===== config.mk =====
export PLATFORM = sky130hd
export DESIGN_NAME = prsa_addr_flat
export DESIGN_NICKNAME = d
export VERILOG_FILES = /design/src/rtl/prsa_pkg.sv /design/src/rtl/prsa_if.sv /design/src/rtl/prsa_addr.sv /design/src/flat_wrapper.sv
export SDC_FILE = /design/constraint.sdc
export NUM_CORES = 2
export LEC_CHECK = 0
export ABC_CLOCK_PERIOD_IN_PS = 6600
export BUFFER_PORTS_ARGS = -buffer_cell sky130_fd_sc_hd__buf_4
export CAP_MARGIN = 20
export CORE_ASPECT_RATIO = 0.5
export CORE_MARGIN = 2
export CORE_UTILIZATION = 57
export CTS_BUF_LIST = sky130_fd_sc_hd__clkbuf_8 sky130_fd_sc_hd__clkbuf_16
export CTS_CLUSTER_SIZE = 10
export DETAILED_ROUTE_END_ITERATION = 7
export PLACE_DENSITY = 0.81
export SLEW_MARGIN = 25
export SYNTH_ARGS = -nofsm -noshare
export SYNTH_HDL_FRONTEND = slang
export SYNTH_SLANG_ARGS = --single-unit

===== constraint.sdc =====
create_clock -name clk -period 6.6 [get_ports clk]
set_input_delay 0.33 -clock clk [delete_from_list [all_inputs] [get_ports clk]]
set_output_delay 0.33 -clock clk [all_outputs]
set_load 0.01 [all_outputs]

===== src/rtl/prsa_pkg.sv =====
// Shared types and constants of the row scatter address unit.
// Used by the channel interfaces and by the scan, address and top-level modules.
package prsa_pkg;

  // Field widths of the request, result and configuration channels
  localparam int OPCODE_W   = 1;
  localparam int SLOT_W     = 7;
  localparam int BOUND_W    = 32;
  localparam int START_W    = 31;
  localparam int PART_W     = 10;
  localparam int ROW_W      = 32;
  localparam int COL_W      = 31;
  localparam int VALUE_W    = 64;
  localparam int ADDR_W     = 48;
  localparam int STRIDE_W   = 24;
  localparam int COUNT_W    = 7;
  localparam int CFG_IDX_W  = 2;
  localparam int CFG_DATA_W = 24;

  // Local row is (row - bound) + start and may carry one bit past 32
  localparam int LROW_W = ROW_W + 1;

  // Default table depth
  localparam int PRSA_MAX_RANGES = 64;

  // Request opcodes
  localparam logic [OPCODE_W-1:0] OP_LOAD  = 1'b0;
  localparam logic [OPCODE_W-1:0] OP_ENTRY = 1'b1;

  // Configuration register indexes
  localparam logic [CFG_IDX_W-1:0] REG_LOCAL_PART  = 2'd0;
  localparam logic [CFG_IDX_W-1:0] REG_ROW_STRIDE  = 2'd1;
  localparam logic [CFG_IDX_W-1:0] REG_RANGE_COUNT = 2'd2;

  // Configuration register file contents
  typedef struct packed {
    logic [PART_W-1:0]   keep_part;
    logic [STRIDE_W-1:0] row_stride;
    logic [COUNT_W-1:0]  range_count;
  } cfg_t;

  // Kept entry handed from the range search to the address stage
  typedef struct packed {
    logic [LROW_W-1:0]  dest_row;
    logic [COL_W-1:0]   col;
    logic [VALUE_W-1:0] value;
  } entry_t;

endpackage


===== src/rtl/prsa_if.sv =====


interface prsa_out_if;
  logic                          valid;
  logic                          ready;
  logic [prsa_pkg::ADDR_W-1:0]   write_address;
  logic [prsa_pkg::VALUE_W-1:0]  value_out;

  modport source (output valid, write_address, value_out, input ready);
  modport sink   (input valid, write_address, value_out, output ready);
endinterface



===== src/rtl/prsa_addr.sv =====
// Address stage: multiplies the local row by the stride, adds the column
// and holds the result request in the output register. Depends on prsa_pkg, prsa_if.
module prsa_addr (
  input  logic                            clk,
  input  logic                            rst_n,
  input  logic                            ent_valid,
  output logic                            ent_ready,
  input  prsa_pkg::entry_t                ent,
  input  logic [prsa_pkg::STRIDE_W-1:0]   row_stride,
  prsa_out_if.source                      out_ch
);
  import prsa_pkg::*;

  localparam int PROD_W = LROW_W + STRIDE_W;

  logic               s1_vld_r, s1_vld_nxt;
  logic [ADDR_W-1:0]  prod_r;
  logic [COL_W-1:0]   col_r;
  logic [VALUE_W-1:0] val_r;
  logic               o_vld_r, o_vld_nxt;
  logic [ADDR_W-1:0]  o_addr_r;
  logic [VALUE_W-1:0] o_val_r;
  logic [PROD_W-1:0]  prod_full;
  logic               o_free;
  logic               s1_move;

  assign o_free    = !o_vld_r || out_ch.ready;
  assign s1_move   = s1_vld_r && o_free;
  assign ent_ready = !s1_vld_r || o_free;
  assign prod_full = {{STRIDE_W{1'b0}}, ent.dest_row} * {{LROW_W{1'b0}}, row_stride};

  assign s1_vld_nxt = (ent_valid && ent_ready) || (s1_vld_r && !o_free);
  assign o_vld_nxt  = s1_move || (o_vld_r && !out_ch.ready);

  // Control flags
  always_ff @(posedge clk) begin
    if (!rst_n) begin
      s1_vld_r <= 1'b0;
      o_vld_r  <= 1'b0;
    end else begin
      s1_vld_r <= s1_vld_nxt;
      o_vld_r  <= o_vld_nxt;
    end
  end

  // Register the product, wrapped to the address width
  always_ff @(posedge clk) begin
    if (ent_valid && ent_ready) begin
      prod_r <= prod_full[ADDR_W-1:0];
      col_r  <= ent.col;
      val_r  <= ent.value;
    end
  end

  // Add the column and load the output register
  always_ff @(posedge clk) begin
    if (s1_move) begin
      o_addr_r <= prod_r + {{(ADDR_W - COL_W){1'b0}}, col_r};
      o_val_r  <= val_r;
    end
  end

  assign out_ch.valid         = o_vld_r;
  assign out_ch.write_address = o_addr_r;
  assign out_ch.value_out     = o_val_r;

endmodule


===== src/flat_wrapper.sv =====
// flat-port wrapper written by rule: the top's interface ports become plain ports
module prsa_addr_flat import prsa_pkg::*;
  (clk, rst_n, ent_valid, ent_ready, ent, row_stride, out_ch_valid, out_ch_write_address, out_ch_value_out, out_ch_ready);
  prsa_out_if out_ch_i ();
  input  logic clk;
  input  logic rst_n;
  input  logic ent_valid;
  output logic ent_ready;
  input  prsa_pkg::entry_t ent;
  input  logic [prsa_pkg::STRIDE_W-1:0] row_stride;
  output wire logic [$bits(out_ch_i.valid)-1:0] out_ch_valid;
  output wire logic [$bits(out_ch_i.write_address)-1:0] out_ch_write_address;
  output wire logic [$bits(out_ch_i.value_out)-1:0] out_ch_value_out;
  input wire logic [$bits(out_ch_i.ready)-1:0] out_ch_ready;
  assign out_ch_valid = out_ch_i.valid;
  assign out_ch_write_address = out_ch_i.write_address;
  assign out_ch_value_out = out_ch_i.value_out;
  assign out_ch_i.ready = out_ch_ready;
  prsa_addr u_core (.clk(clk), .rst_n(rst_n), .ent_valid(ent_valid), .ent_ready(ent_ready), .ent(ent), .row_stride(row_stride), .out_ch(out_ch_i));
endmodule

==> results.md <==
* Tcrit/Tclk final at 98.63%
* Initial core utilization at 57.44%
* Share of the synthesized area in the top cell type at 39.44%
* Worst setup margin at 90.31 ps
* Number of global-route vias before repair at 26650
* Syn Nets at 4143
* Clk pin slew, worst setup/hold paths at 50 ps
* 1st-iter DRT viols at 1758
* Setup Skew at 14.21 ps
* Area grow syn2layout at 20.91%
* Maximum Capacitance Violations at 0
* Largest net degree at the start of global routing at 75
* Layout cell share with drive strength beyond 1 at 17.71%
* Worst skew pair latency at 550 ps
* Setup WS pre-CTS at -706.6 ps
* Synth Cell Area at 32840 µm²
* Die ar. at 59670 µm²
* CTS Buffer Depth at 3
* Crit path DAT at 6770 ps
* Share of flip-flops with an asynchronous set or reset at 0%
* Port Buffer Count at 269
* Crit path required time at 6860 ps
* Initial antenna violation count at 2
* Status: completed
* Syn Area/Cell at 10.35 µm²
* Filler instances at 3986
* Avg WL per Cell at 18.72 µm
* Least-Margin Pin Slew at 1005 ps
* Sequential-to-total area share from yosys stat at 23.44%
* Die H at 173.7 µm
* Ys flop type: edfxtp_1
* Hold/Removal Path Class: in -> reg
* Fmax at 153.6 MHz
* Synth area leaders: fa_1 (39%), edfxtp_1 (23%), inv_1 (8.1%), and2_1 (6.4%), ha_1 (6.4%)
* Drt pass-1 iters at 7
* Kind of critical path: in -> reg
* CP max FO at 17
* GPL Wtd Cong at 0.9416
* HPWL after DPL at 67610 µm
* Vias/cell at 5.360
* #FFs+latches synth at 257
* Number of routed nets with antenna violations at 0
* Row cnt at 62
* Die Wd at 343.4 µm
* Inserted Clock Buffers at 30
* CTS tree: done
* First-pass GRT wire length at 135000 µm
* Fin. max-slew vios at 0
* Nature of the critical path startpoint: primary input
* CORE AREA at 57170 µm²
* CTS root buffer: clkbuf_16
* Global Route Usage Sum at 28.81%
* Post-synth EDFFs at 255
* Ys Warns at 0
* DRT Wirelength at 83760 µm
* Post-DP Area at 37390 µm²
* Design area at 39710 µm²
* Distinct cell type count after synthesis at 61
* DRC at 0
* I/O Pins at 270
* Minimum clock period at 6510 ps
* Final hold violation count at 0
* Cell taking the most area after synthesis: fa_1
* Final setup fails at 0
* Relative slew slack at 32.98%
* Final hold slack at 47.30 ps
* Critical Path End Type: flip-flop
* GRT overflow at 0
* CTS H-Tree Depth at 1
* CTS Sinks at 257
* Synth Instances at 3173
* Fin nets at 4670
* RSZ-0062 raised after global routing: yes
* Via Count at 23980
-- through the flow --
stage                     instances  setup TNS [ps]  utilization [%]
after CTS                      4463               0            68.57
final                          4475               0            69.45
after global routing           4475          -228.3            69.45
after detailed placement       4329           -5921            65.39
after global placement         4329           -4806            65.39
after floorplan                3173          -66.78                -
-- logic make-up after synthesis --
group	count (synthesis)	synth area share (%)
AND/OR/NAND/NOR	925	13.73
buffers and inverters	850	9.720
adder cells (fa/ha/maj)	814	45.81
flip-flops	257	23.44
AO/OA/AOI/OAI	225	4.587
XOR/XNOR	102	2.720
-- critical path: stages --
cell and delay, ps:
buf_4 120, buf_4 160, buf_4 260, nand2_1 110, fa_1 520, inv_1 50, fa_1 480, fa_1 510
fa_1 550, fa_1 560, fa_1 500, inv_1 50, fa_1 470, inv_1 40, ha_1 360, a21oi_2 220
nand2_2 110, nor2b_4 110, o211ai_1 170, a32oi_2 340, o21ai_2 140, a2111oi_4 320, o21bai_1 130, xnor2_1 140
-- Yosys cell counts, types with 2 or more instances --
library cell,count
a2111oi_0,3
a211o_1,7
a211oi_1,8
a21o_1,39
a21oi_1,71
a311oi_1,2
a31o_2,3
a31oi_1,6
a32oi_1,2
a41oi_1,2
and2_1,338
and3_1,8
and4_1,4
clkbuf_1,140
dfxtp_1,2
edfxtp_1,255
fa_1,647
ha_1,167
inv_1,709
nand2_1,468
nand2b_1,12
nand3_1,15
nand4_1,9
nor2_1,37
nor2b_1,12
nor3_1,13
o211ai_1,6
o21a_1,11
o21ai_0,36
o21ai_1,2
o21bai_1,5
o22ai_1,2
o31ai_1,2
or3_1,3
xnor2_1,74
xor2_1,28
-- layer usage --
layer	track usage, %	wire length (µm)
met1	36.04	31630
met2	49.35	41530
met3	6.118	7126
met4	11.04	3466
met5	0	0
-- final cells by class --
cell class                 instances  area, µm²  area share (%)
sequential                       257       7697           19.39
inverter                         709       2661           6.703
multi-input combinational       2066      22360           56.30
clock inverter                     7      66.31          0.1670
tap                              768      960.9           2.420
antenna                            2      5.005         0.01260
clock buffer                      30      750.7           1.891
timing repair buffer             636       5209           13.12
-- worst paths after layout --
kind | cells after the start | endpoint | startpoint | slack [ps]
worst min register to register | 0 | u_core.out_ch.value_out[35] | u_core.val_r[35] | 420
worst max register to register | 13 | u_core.out_ch.write_address[46] | u_core.col_r[0] | 2710
worst max-delay path | 24 | u_core.prod_r[47] | row_stride[13] | 90
worst min-delay path | 3 | u_core.s1_vld_r | ent_valid | 50
-- placed cells by master (no fill, tap or decap), drive strengths merged, types with 13 or more instances in the layout --
| cell | Yosys | routed |
|---|---|---|
| o21ai | 38 | 38 |
| inv | 709 | 711 |
| edfxtp | 255 | 255 |
| nand2 | 468 | 468 |
| nand3 | 15 | 15 |
| nor2 | 37 | 37 |
| xnor2 | 74 | 74 |
| xor2 | 28 | 28 |
| buf | 1 | 539 |
| a21oi | 72 | 72 |
| dlygate4sd3 | 0 | 96 |
| clkbuf | 140 | 31 |
| and2 | 339 | 339 |
| ha | 167 | 167 |
| nor2b | 13 | 13 |
| fa | 647 | 647 |
| nor3 | 13 | 13 |
| a21o | 39 | 39 |
-- registers in the layout, summed over array words and instances, names as in the netlist --
name and count:
u_core.col_r 31, u_core.out_ch.write_address 48, u_core.s1_vld_r 1, u_core.val_r 64, u_core.out_ch.value_out 64, u_core.out_ch.valid 1
u_core.prod_r 48
-- timing repair --
action                                  CTS  global route
pin swaps                                 5            73
endpoints found under the hold margin    97             0
resized for setup                         6            91
cloned                                    0             1
endpoints found under the setup margin    3             7
hold buffers                             96             0
setup buffers                             1             8
Power is left out: the tool's default activity adds up to more than one toggle a clock period on the data nets, which glitch-free logic cannot reach.
